==> src/rtl/flow_state_table_macros.svh <==
// assertion macros for the flow state table
`ifndef FLOW_STATE_TABLE_MACROS_SVH
`define FLOW_STATE_TABLE_MACROS_SVH

// condition implies consequence in the same cycle
`define FST_ASSERT_NOW(lbl, ante, cons, msg) \
    lbl: assert property (@(posedge i_clk) disable iff (!i_rst_n) (ante) |-> (cons)) \
        else $error(msg);

// condition implies consequence in the next cycle
`define FST_ASSERT_NEXT(lbl, ante, cons, msg) \
    lbl: assert property (@(posedge i_clk) disable iff (!i_rst_n) (ante) |=> (cons)) \
        else $error(msg);

`endif

==> src/rtl/fst_pkg.sv <==
// ----------------------------------------------------------------------------
// fst_pkg
// shared types and constants of the flow state table
// ----------------------------------------------------------------------------
package fst_pkg;

    localparam int TABLE_ENTRIES_DEF = 256;
    localparam int MAX_KEY_WORDS_DEF = 4;

    localparam int KEY_W   = 64;
    localparam int WORDS_W = 3;
    localparam int STATE_W = 32;
    // valid, key low, key high, key words, state
    localparam int ENTRY_W = 1 + 2 * KEY_W + WORDS_W + STATE_W;

    typedef enum logic [1:0] {
        CMD_LOOKUP = 2'd0,
        CMD_SET    = 2'd1,
        CMD_DELETE = 2'd2,
        CMD_NONE   = 2'd3
    } t_cmd;

    typedef enum logic [2:0] {
        ST_CLEAR,
        ST_IDLE,
        ST_SCAN,
        ST_TAIL,
        ST_WRITE,
        ST_OUT
    } t_state;

    typedef struct packed {
        logic clear_wr;
        logic start;
        logic rd_en;
        logic cmp_en;
        logic commit;
    } t_ctl_cmd;

    localparam logic [1:0] REG_DEFAULT_STATE = 2'd0;

endpackage

==> src/rtl/fst_ctrl.sv <==
// ----------------------------------------------------------------------------
// fst_ctrl
// sequencer: clearing pass, table scan, commit and result handshake
// ----------------------------------------------------------------------------
module fst_ctrl #(
    parameter int TABLE_ENTRIES = fst_pkg::TABLE_ENTRIES_DEF
) (
    input  logic                             i_clk,
    input  logic                             i_rst_n,
    input  logic                             i_valid,
    input  logic                             i_ready,
    output logic                             o_ready,
    output logic                             o_valid,
    output fst_pkg::t_ctl_cmd                o_cmd,
    output logic [$clog2(TABLE_ENTRIES)-1:0] o_addr,
    output logic [$clog2(TABLE_ENTRIES)-1:0] o_cmp_addr
);

    localparam int AW = $clog2(TABLE_ENTRIES);
    localparam logic [AW-1:0] LAST = AW'(TABLE_ENTRIES - 1);

    fst_pkg::t_state r_state, n_state;
    logic [AW-1:0]   r_cnt, n_cnt;
    logic            r_cmp;
    logic [AW-1:0]   r_cmp_addr;

    always_ff @(posedge i_clk) begin
        if (!i_rst_n) begin
            r_state    <= fst_pkg::ST_CLEAR;
            r_cnt      <= '0;
            r_cmp      <= 1'b0;
            r_cmp_addr <= '0;
        end else begin
            r_state    <= n_state;
            r_cnt      <= n_cnt;
            r_cmp      <= (r_state == fst_pkg::ST_SCAN);
            r_cmp_addr <= r_cnt;
        end
    end

    // next state
    always_comb begin
        n_state = r_state;
        n_cnt   = r_cnt;
        unique case (r_state)
            fst_pkg::ST_CLEAR: begin
                n_cnt = r_cnt + 1'b1;
                if (r_cnt == LAST) begin
                    n_state = fst_pkg::ST_IDLE;
                    n_cnt   = '0;
                end
            end
            fst_pkg::ST_IDLE: begin
                n_cnt = '0;
                if (i_valid) begin
                    n_state = fst_pkg::ST_SCAN;
                end
            end
            fst_pkg::ST_SCAN: begin
                n_cnt = r_cnt + 1'b1;
                if (r_cnt == LAST) begin
                    n_state = fst_pkg::ST_TAIL;
                    n_cnt   = '0;
                end
            end
            fst_pkg::ST_TAIL:  n_state = fst_pkg::ST_WRITE;
            fst_pkg::ST_WRITE: n_state = fst_pkg::ST_OUT;
            fst_pkg::ST_OUT: begin
                if (i_ready) begin
                    n_state = fst_pkg::ST_IDLE;
                end
            end
            default: n_state = fst_pkg::ST_IDLE;
        endcase
    end

    // outputs
    always_comb begin
        o_cmd          = '0;
        o_ready        = 1'b0;
        o_valid        = 1'b0;
        o_cmd.cmp_en   = r_cmp;
        unique case (r_state)
            fst_pkg::ST_CLEAR: o_cmd.clear_wr = 1'b1;
            fst_pkg::ST_IDLE: begin
                o_ready      = 1'b1;
                o_cmd.start  = i_valid;
            end
            fst_pkg::ST_SCAN:  o_cmd.rd_en  = 1'b1;
            fst_pkg::ST_TAIL:  o_cmd.rd_en  = 1'b0;
            fst_pkg::ST_WRITE: o_cmd.commit = 1'b1;
            fst_pkg::ST_OUT:   o_valid      = 1'b1;
            default:           o_ready      = 1'b0;
        endcase
    end

    assign o_addr     = r_cnt;
    assign o_cmp_addr = r_cmp_addr;

endmodule

==> config.mk <==
export PLATFORM = sky130hd
export DESIGN_NAME = fst_ctrl
export DESIGN_NICKNAME = d
export VERILOG_FILES = /design/src/rtl/flow_state_table_macros.svh /design/src/rtl/fst_pkg.sv /design/src/rtl/fst_ctrl.sv
export SDC_FILE = /design/constraint.sdc
export NUM_CORES = 1
export LEC_CHECK = 0
export BUFFER_PORTS_ARGS = -buffer_cell sky130_fd_sc_hd__buf_4
export CAP_MARGIN = 20
export CORE_MARGIN = 2
export CORE_UTILIZATION = 48
export CTS_CLUSTER_SIZE = 25
export DETAILED_ROUTE_END_ITERATION = 16
export PLACE_DENSITY = 0.76
export REMOVE_ABC_BUFFERS = 1
export SLEW_MARGIN = 0
export SYNTH_ARGS = -nofsm -noshare
export SYNTH_HDL_FRONTEND = slang
export SYNTH_SLANG_ARGS = --single-unit
==> constraint.sdc <==
create_clock -name i_clk -period 1.79 [get_ports i_clk]
set_input_delay 0.2685 -clock i_clk [delete_from_list [all_inputs] [get_ports i_clk]]
set_output_delay 0.2685 -clock i_clk [all_outputs]
set_load 0.1 [all_outputs]
==> results of run 1 <==
-- final timing paths --
kind                                  to  cells after the start                     from  slack, ns
hold reg to reg   o_addr[1]$_SDFFE_PN0P_                      2   o_addr[1]$_SDFFE_PN0P_       0.53
setup / recovery                o_cmd[4]                      3  r_state[0]$_SDFFE_PN0P_       0.12
setup reg to reg  o_addr[4]$_SDFFE_PN0P_                      5   o_addr[0]$_SDFFE_PN0P_       0.16
hold / removal    o_addr[5]$_SDFFE_PN0P_                      2                  i_rst_n       0.28
-- what timing repair did --
action / in CTS / in global routing
endpoints found under the hold margin: 0 / 0
endpoints found under the setup margin: 1 / 1
setup buffers: 0 / 0
gates resized for setup: 1 / 2
-- metal layers --
metal / wire length, um / part of all wire, %
met1: 751 / 45
met2: 826 / 49
met3: 83 / 5.0
met4: 14 / 0.84
met5: 0 / 0
-- sequential cells by signal, summed over array words and instances (netlist names) --
register / flops
r_cmp: 1
o_cmp_addr: 8
o_addr: 8
r_state: 3
-- synthesized netlist by cell type, drive strengths merged (2+ instances only) --
master   n  area share [%]
a21o     2             1.8
a21oi    7             4.1
a31oi    2             1.5
and2    10             7.3
buf      4             4.8
clkbuf   2            0.88
dfxtp   20              47
inv      2            0.88
nand2    7             3.1
nand3    6             3.5
nand4    2             1.5
nor2    10             4.7
nor3     6             3.5
o21a     2             1.8
o21ai    4             2.8
-- final cells by class --
| cell class | instances | area (sq um) | area share (%) |
|---|---|---|---|
| clock buffer | 3 | 22.5 | 2.07 |
| inverter | 3 | 11.3 | 1.04 |
| multi-input combinational | 70 | 398 | 36.6 |
| sequential | 20 | 402 | 37.0 |
| tap | 25 | 31.3 | 2.88 |
| timing repair buffer | 29 | 221 | 20.4 |
-- critical path, stage by stage, from the launching register on --
cell and delay (ns):
dfxtp_2 0.38, or2_2 0.35, nor2_1 0.10, buf_4 0.29
-- layout by cell type (no fill, tap or decap) --
master / count
o41ai_1: 1
ha_1: 1
o21ai_2: 1
nand4_1: 2
xnor2_1: 1
inv_1: 2
a31oi_1: 2
and3_1: 1
nor3b_1: 1
or3_1: 1
o21ai_0: 3
dfxtp_1: 19
clkinv_1: 1
buf_6: 1
or4_1: 1
a211oi_1: 1
buf_4: 28
nand3_1: 6
clkbuf_4: 3
nor3_1: 6
nand2b_1: 1
and2_1: 10
or2_2: 1
o211ai_1: 1
nand3b_1: 1
a21o_1: 2
nor2_2: 2
dfxtp_2: 1
o21a_1: 2
a21oi_1: 7
nand2_1: 7
nor2_1: 8
-- where the power goes --
group / leakage (nW) / internal [mW] / total [mW] / switching, mW
Clock: 0.0138 / 0.0780 / 0.196 / 0.118
Combinational: 0.289 / 0.0275 / 0.115 / 0.0872
Sequential: 0.163 / 0.454 / 0.464 / 0.0102
Total: 0.465 / 0.560 / 0.775 / 0.215
-- logic make-up after synthesis --
logic type | count (synthesis)
fa+ha+maj | 1
xor+xnor | 1
simple gates | 48
buf+inv | 9
compound gates | 20
flops | 20
-- through the flow --
step / TNS (ns) / setup WS, ns / instance area [sq um] / instances / hold slack, ns
after CTS: 0 / 0.0186 / 1080 / 150 / 0.264
after global routing: 0 / 0.00997 / 1090 / 150 / 0.266
final: 0 / 0.120 / 1090 / 150 / 0.277
after floorplan: -5.23 / -1.36 / 807 / 93 / 0.386
after global placement: 0 / 0.255 / 1060 / 147 / 0.508
after detailed placement: 0 / 0.198 / 1060 / 147 / 0.509
==> flow_metrics.py, run 1 <==
metrics = {
    "floorplan": {
        "die_width_um": 46.2,
        "dieArea_sq_um": 2140,
        "die_h_um": 46.2,
        "rows": 15,
        "initial_core_util_pct": 50.1,
        "core_area_sq_um": 1710,
        "io_pins": 27,
    },
    "routing": {
        "drt_iter0_drc": 22,
        "via_count": 764,
        "routed_wl_mm": 1.68,
        "drc": 0,
        "routedWlPerCell_um": 11.2,
        "postRouteAntennaNets": 0,
        "drt-pass1-iter-count": 4,
        "vias_per_cell": 5.09,
    },
    "clocking": {
        "cts-hold-fix-buffers": 0,
        "cts-root-buf": "clkbuf_4",
        "clkTransAtPathRegs_ns": 0.10,
        "clk_latency_ns": 0.28,
        "clockBufferDepth": 2,
        "h-tree-depth": 1,
        "cts_buffers": 3,
        "cts_num_sinks": 20,
        "cts_tree": "yes",
    },
    "global_routing": {
        "grtUsageMet1_pct": 22.7,
        "grt_max_degree": 13,
        "grt_usage_pct": 18.1,
        "grt_pass1_wl_mm": 2.80,
        "grt_overflow": 0,
        "antenna_found_initial": 0,
        "met2_usage_pct": 30.3,
        "top_usage_layer": "met2",
        "first_global_vias": 698,
        "grtUsageMet3_pct": 3.53,
    },
    "pwr": {
        "p_per_area_nw_per_um2": 714,
        "total_power_mw": 0.775,
        "power.leakage_nw": 0.465,
        "vdd_drop_max_uv": 541,
    },
    "critical_path": {
        "worst-setup-path-type": "flop to output port",
        "worstPathArrival_ns": 1.40,
        "required_ns": 1.52,
        "cp-start-kind": "flop",
        "crit_fanout": 9,
        "crit_path_end_kind": "output port",
    },
    "final_layout": {
        "final.fill_count": 162,
        "post-route-util_pct": 63.6,
        "area_growth_pct": 26.9,
        "fin_nets": 132,
        "layout-drive-gt1-share_pct": 29.6,
        "antennaDiodeCount": 0,
    },
    "timing": {
        "period_share_pct": 93.3,
        "setup_viol": 0,
        "hold_viol": 0,
        "max_freq_ghz": 0.599,
        "grt_setup_unrepaired": "false",
        "maxSlewViolCount": 0,
        "finalClockSkew_ns": 0.00174,
        "tightest_slew_ns": 0.292,
        "relSlewSlack_pct": 80.5,
        "min_period_ns": 1.67,
    },
    "synthesis": {
        "yosysWarnings": 0,
        "synthCells": 99,
        "ys_seq_area_share_pct": 46.8,
        "postSynth.asyncResetShare_pct": 0,
        "ys.flop_type": "dfxtp_1",
        "synth_edf_count": 0,
        "synth-seq-cells": 20,
        "synthAdderAreaFrac_pct": 1.46,
        "synth_top_family_by_area": "simple AND/OR/NAND/NOR gates",
        "synth_compound_area_share_pct": 14.6,
        "yosys.area_share.simple_pct": 29.1,
        "syn_avg_cell_area_sq_um": 8.64,
        "synth_cell_types": 31,
        "synth_mux_area_share_pct": 0,
        "netlist_area_sq_um": 856,
        "synthXorXnorAreaFrac_pct": 1.02,
    },
    "place": {
        "gp_congestion": 0.904,
        "hpwl_mm": 1.24,
        "numPortBuffers": 26,
    },
    "min_path": {
        "min_path_type": "primary input to flop",
    },
    "outcome": {
        "status": "finished, final reports clean",
    },
    "job": {
        "max_cap_viol_count": 0,
    },
}
Power figures use the tool's default switching activity.
==> inputs of run 2 (changes only) <==
--- a/config.mk
+++ b/config.mk
@@ -11,6 +11,7 @@
 export CORE_UTILIZATION = 48
 export CTS_CLUSTER_SIZE = 25
 export DETAILED_ROUTE_END_ITERATION = 16
+export GPL_TIMING_DRIVEN = 0
 export PLACE_DENSITY = 0.76
 export REMOVE_ABC_BUFFERS = 1
 export SLEW_MARGIN = 0
==> run 2 against run 1 <==
  * Setup slack got worse by 0.048 ns
  * Wire length increased by 0.78%
  * Utilization is 1.2 points higher
  * Non-clock buffer count fell by 3
  * Sequential power barely moved
  * Final area is 2.0% higher
  * Global-route usage decreased by 0.50 points
==> flow_metrics.py, run 2 (synthesis gave the netlist of run 1 again) <==
metrics = {
    "final_layout": {
        "post-route-util_pct": 64.8,
        "final_cell_mix": "buf_4, dfxtp_1, and2_1",
        "final_common_cell": "buf_4",
        "instances_no_fill": 148,
        "antennaDiodeCount": 0,
        "layout-drive-gt1-share_pct": 30.9,
        "area_growth_pct": 29.4,
        "fin_nets": 129,
    },
    "clocking": {
        "clkTransAtPathRegs_ns": 0.11,
        "cts_buffers": 3,
        "clk_latency_ns": 0.29,
        "cts_setup_buffers": 0,
        "cts_num_sinks": 20,
        "cts-root-buf": "clkbuf_4",
        "h-tree-depth": 1,
        "clockBufferDepth": 2,
        "cts_tree": "yes",
    },
    "routing": {
        "drt_iter0_drc": 12,
        "via_count": 764,
        "postRouteAntennaNets": 0,
        "routed_wl_mm": 1.69,
        "drt-pass1-iter-count": 4,
        "drc": 0,
        "routedWlPerCell_um": 11.4,
        "vias_per_cell": 5.16,
    },
    "global_routing": {
        "grt_usage_pct": 17.6,
        "grt_overflow": 0,
        "grt_pass1_wl_mm": 2.75,
        "antenna_found_initial": 0,
        "grt_max_degree": 13,
        "first_global_vias": 651,
    },
    "timing": {
        "grt_setup_unrepaired": "false",
        "setup_viol": 0,
        "relSlewSlack_pct": 80.3,
        "maxSlewViolCount": 0,
        "max_freq_ghz": 0.582,
        "period_share_pct": 96.0,
        "finalClockSkew_ns": 0.00468,
        "min_period_ns": 1.72,
        "hold_ws_ns": 0.264,
        "tightest_slew_ns": 0.292,
        "hold_viol": 0,
    },
    "outcome": {
        "status": "finished, final reports clean",
    },
    "place": {
        "hpwl_mm": 1.21,
        "gp_congestion": 0.851,
        "dp.cells": 144,
        "numPortBuffers": 26,
    },
    "pwr": {
        "power.leakage_nw": 0.456,
        "swShare_pct": 27.3,
        "total_power_mw": 0.832,
        "vdd_drop_max_uv": 650,
        "p_comb_share_pct": 13.5,
        "seq_power_share_pct": 55.9,
        "p_int_mw": 0.605,
        "power.switching_mw": 0.227,
        "p_per_area_nw_per_um2": 752,
        "power_frac_clock_pct": 30.6,
    },
    "floorplan": {
        "rows": 15,
        "core_area_sq_um": 1710,
        "dieArea_sq_um": 2140,
        "die_h_um": 46.2,
        "initial_core_util_pct": 50.1,
        "die_width_um": 46.2,
        "io_pins": 27,
    },
    "critical_path": {
        "worstPathArrival_ns": 1.45,
        "cp_slowest_stage_delay_ns": 0.39,
        "r2r_cells": 5,
        "reg2reg_slack_ns": 0.16,
        "crit_path_end_kind": "output port",
        "cp_top_family": "flip-flops",
        "cp_slowest_cell": "dfxtp_1",
        "reg2reg_to": "o_addr[4]$_SDFFE_PN0P_",
        "worst-setup-path-type": "flop to output port",
        "crit_fanout": 10,
        "cp.buffers_inverters": 1,
        "crit_chain": "a21o_4 > nor2_4 > and2_1 > buf_12",
        "worstReg2RegStart": "o_addr[0]$_SDFFE_PN0P_",
        "cp-start-kind": "flop",
        "required_ns": 1.52,
    },
    "min_path": {
        "min_from": "i_rst_n",
        "min_path_type": "primary input to flop",
        "holdPathStages": 2,
        "holdPathEnd": "o_cmp_addr[0]$_SDFF_PN0_",
    },
    "job": {
        "max_cap_viol_count": 0,
    },
}
[run 2: cell types whose count changed in the layout (fill, tap and decap cells not counted), sizes merged]
cell | previous run | this run
clkbuf | 3 | 4
buf | 29 | 26
[run 2: metal layers]
layer / vias to the layer above / GRT usage, % / share of wire, %
li1: 391 / - / -
met1: 344 / 22.0 / 45
met2: 25 / 29.4 / 50
met3: 4 / 2.35 / 3.9
met4: 0 / 8.57 / 0.89
met5: - / 0 / 0
[run 2: worst max-delay path by stage]
stage / depth (start not counted) / slack (ns) / startpoint / to
2_1_floorplan: 3 / -1.36 / r_state[1]$_SDFFE_PN0P_ / o_cmd[3]
3_3_place_gp: 4 / 0.14 / r_state[1]$_SDFFE_PN0P_ / o_cmd[3]
3_5_place_dp: 5 / 0.12 / o_addr[0]$_SDFFE_PN0P_ / o_addr[4]$_SDFFE_PN0P_
4_1_cts: 4 / 0.04 / r_state[1]$_SDFFE_PN0P_ / o_cmd[3]
5_1_grt: 4 / 0.01 / r_state[0]$_SDFFE_PN0P_ / o_cmd[3]
6_report: 4 / 0.07 / r_state[2]$_SDFFE_PN0P_ / o_cmd[3]
[run 2: final cells by class]
class / count / area (sq um)
inverter: 3 / 11.3
clock buffer: 4 / 36.3
tap: 25 / 31.3
timing repair buffer: 26 / 208
fill: 157 / 601
sequential: 20 / 403
multi-input combinational: 70 / 418
[run 2: power by group through the flow]
stage / logic [mW] / registers (mW) / clock network, mW
detailed placement: 0.113 / 0.475 / 0
floorplan: 0.0180 / 0.541 / 0
global route: 0.119 / 0.467 / 0.274
finish: 0.113 / 0.465 / 0.254
global placement: 0.112 / 0.475 / 0
CTS: 0.113 / 0.465 / 0.257
[run 2: stage by stage]
stage                     worst slack (ns)  instance area [sq um]  TNS, ns
after floorplan                      -1.36                    807    -5.23
after global placement               0.138                   1030        0
after detailed placement             0.122                   1030        0
after CTS                           0.0429                   1090        0
after global routing                0.0131                   1110        0
final                               0.0720                   1110        0
[run 2: timing repair]
item | 4_1_cts | 5_1_grt
hold buffers | 0 | 0
endpoints found under the hold margin | 0 | 0
resized for setup | 8 | 3
endpoints found under the setup margin | 2 | 2
gates cloned | 0 | 0
pin swaps | 0 | 0
==> inputs of run 3 (changes only) <==
--- a/config.mk
+++ b/config.mk
@@ -5,14 +5,15 @@
 export SDC_FILE = /design/constraint.sdc
 export NUM_CORES = 1
 export LEC_CHECK = 0
+export ABC_AREA = 1
 export BUFFER_PORTS_ARGS = -buffer_cell sky130_fd_sc_hd__buf_4
 export CAP_MARGIN = 20
 export CORE_MARGIN = 2
-export CORE_UTILIZATION = 48
+export CORE_UTILIZATION = 49
 export CTS_CLUSTER_SIZE = 25
 export DETAILED_ROUTE_END_ITERATION = 16
-export GPL_TIMING_DRIVEN = 0
-export PLACE_DENSITY = 0.76
+export GPL_TIMING_DRIVEN = 1
+export PLACE_DENSITY = 0.77
 export REMOVE_ABC_BUFFERS = 1
 export SLEW_MARGIN = 0
 export SYNTH_ARGS = -nofsm -noshare
==> run 3 against run 2 <==
  * Via count grew 7.5%
  * Sequential power grew 2%
  * Highest routed layer unchanged
  * Cell count grew 20%
  * Critical endpoint unchanged
  * Utilization grew 1.6 points
  * Largest cell class is now flip-flops and latches
  * Combinational power grew 65%
  * Wire length grew 2.2%
  * Fmax grew 5.6%
  * Synthesized area grew 3.9%
  * Sequential share of layout area shrank 0.99 points
  * Setup slack gained 0.091 ns
  * Total power grew 10%
  * Critical path type unchanged
==> flow_metrics.py, run 3 <==
metrics = {
    "timing": {
        "maxSlewViolCount": 0,
        "hold_viol": 0,
        "hold_ws_ns": 0.265,
        "finalClockSkew_ns": 0.00222,
        "period_share_pct": 90.9,
        "min_period_ns": 1.63,
        "setup_viol": 0,
        "grt_setup_unrepaired": "false",
        "tightest_slew_ns": 0.350,
        "relSlewSlack_pct": 76.6,
        "max_freq_ghz": 0.615,
    },
    "synthesis": {
        "synth_cell_types": 22,
        "ys_top_cells_by_count": "nand2_1, inv_1, dfxtp_1",
        "synth_edf_count": 0,
        "synth.most_common_cell": "nand2_1",
        "synthCells": 125,
        "yosys.area.top_type": "dfxtp_1",
        "ys.flop_type": "dfxtp_1",
        "yosysWarnings": 0,
        "ys_seq_area_share_pct": 45.0,
        "netlist_area_sq_um": 890,
        "postSynth.asyncResetShare_pct": 0,
        "ys_top_cells_by_area": "dfxtp_1, nand2_1, inv_1",
        "syn_avg_cell_area_sq_um": 7.12,
        "synth-seq-cells": 20,
        "synth.top_cell.area_share_pct": 45.0,
    },
    "routing": {
        "drt_iter0_drc": 13,
        "postRouteAntennaNets": 0,
        "met3_length_um": 77,
        "routed_wl_mm": 1.73,
        "met1_length_um": 758,
        "route.met2.wl_um": 857,
        "drt-pass1-iter-count": 4,
        "drc": 0,
        "via_count": 821,
        "routedWlPerCell_um": 9.69,
        "top_layer": "met4",
        "vias_per_cell": 4.61,
    },
    "pwr": {
        "p_per_area_nw_per_um2": 809,
        "vdd_drop_max_uv": 579,
        "power.leakage_nw": 0.623,
        "total_power_mw": 0.918,
    },
    "final_layout": {
        "regArea_sq_um": 402,
        "fin_nets": 159,
        "final.fill_count": 156,
        "final_common_cell": "nand2_1",
        "layout-drive-gt1-share_pct": 26.1,
        "multi_input_area_sq_um": 377,
        "final_cell_mix": "nand2_1, buf_4, inv_1",
        "area_growth_pct": 27.6,
        "antennaDiodeCount": 0,
    },
    "critical_path": {
        "worstPathArrival_ns": 1.36,
        "crit_fanout": 6,
        "worst-setup-path-type": "flop to output port",
        "cp_slowest_cell": "dfxtp_1",
        "required_ns": 1.52,
        "cp_slowest_stage_delay_ns": 0.40,
        "cp.buffers_inverters": 2,
        "crit_path_end_kind": "output port",
        "crit_chain": "inv_1 > nand3_2 > nor2_1 > buf_4",
        "cp-start-kind": "flop",
        "reg2reg_slack_ns": 0.48,
        "cp_top_family": "buffers and inverters",
    },
    "clocking": {
        "cts_num_sinks": 20,
        "cts_buffers": 3,
        "cts-root-buf": "clkbuf_4",
        "cts-hold-fix-buffers": 0,
        "cts_tree": "yes",
        "clockBufferDepth": 2,
        "clkTransAtPathRegs_ns": 0.11,
        "h-tree-depth": 1,
        "clk_latency_ns": 0.29,
    },
    "outcome": {
        "status": "finished, final reports clean",
    },
    "global_routing": {
        "grt_overflow": 0,
        "grt_pass1_wl_mm": 2.61,
        "first_global_vias": 646,
        "antenna_found_initial": 0,
        "grt_max_degree": 13,
        "grt_usage_pct": 17.2,
    },
    "floorplan": {
        "rows": 15,
        "initial_core_util_pct": 52.1,
        "die_width_um": 46.6,
        "core_area_sq_um": 1710,
        "dieArea_sq_um": 2170,
        "io_pins": 27,
        "die_h_um": 46.6,
    },
    "place": {
        "numPortBuffers": 26,
        "gp_congestion": 0.802,
        "hpwl_mm": 1.33,
    },
    "min_path": {
        "min_path_type": "primary input to flop",
    },
    "job": {
        "max_cap_viol_count": 0,
    },
}
==> run 3: cell types whose count changed after synthesis, moves of 3 or more <==
cell	delta
nor3_1	-3
nor2_1	+7
buf_6	-3
nand2_1	+27
and2_1	-10
a21oi_1	-4
inv_1	+22
==> run 3: metrics by stage <==
step / cells / utilization [%] / setup WS (ns) / cell area [sq um] / setup TNS [ns]
finish: 178 / 66.4 / 0.164 / 1130 / 0
global route: 178 / 66.4 / 0.0537 / 1130 / 0
CTS: 178 / 66.2 / 0.0898 / 1130 / 0
detailed placement: 174 / 64.1 / 0.430 / 1090 / 0
global placement: 174 / 64.1 / 0.485 / 1090 / 0
floorplan: 123 / - / -0.960 / 868 / -3.68
==> run 3: final cells by class <==
class	count	share of cell area, %
Clock buffer	4	3.20
Inverter	25	8.27
Multi-Input combinational cell	78	33.2
Sequential cell	20	35.4
Tap cell	25	2.76
Timing Repair Buffer	26	17.2
==> run 3: path summary, 6_finish.rpt <==
path	from	to	depth (start not counted)
worst max-delay path	r_state[2]$_SDFFE_PN0P_	o_cmd[3]	4
worst min-delay path	i_rst_n	o_cmp_addr[3]$_SDFF_PN0_	3
worst max register to register	o_addr[0]$_SDFFE_PN0P_	o_addr[0]$_SDFFE_PN0P_	7
worst min register to register	o_addr[4]$_SDFFE_PN0P_	o_cmp_addr[4]$_SDFF_PN0_	2
==> run 3: cells by family (layout without fill, tap and decap cells) <==
| family | count (synthesis) | after routing | synth area share, % |
|---|---|---|---|
| simple gates | 65 | 65 | 31.5 |
| buf+inv | 27 | 55 | 12.9 |
| fa+ha+maj | 1 | 1 | 1.41 |
| xor+xnor | 2 | 2 | 1.97 |
| compound gates | 10 | 10 | 7.17 |
| flops | 20 | 20 | 45.0 |
==> run 3: repair_timing <==
item,4_1_cts,5_1_grt
endpoints found under the setup margin,0,1
resized for setup,0,2
buffers inserted,0,0
==> run 3: power breakdown <==
part | internal, mW | leakage [nW] | switching [mW]
logic | 0.0380 | 0.440 | 0.149
registers | 0.461 | 0.163 | 0.0150
clock network | 0.124 | 0.0210 | 0.130
total | 0.623 | 0.623 | 0.294
==> run 3: layer usage <==
| layer | vias up | global-route usage [%] |
|---|---|---|
| li1 | 432 | - |
| met1 | 362 | 19.4 |
| met2 | 23 | 30.3 |
| met3 | 4 | 2.35 |
| met4 | 0 | 10.0 |
| met5 | - | 0 |
==> run 3: worst reg2reg max path, cell delays in order, from the launching register on <==
cell,delay (ns)
dfxtp_1,0.41
ha_1,0.21
inv_1,0.05
nor2_1,0.10
nand2_1,0.06
nand2_1,0.15
nor2_2,0.08
o21a_1,0.16
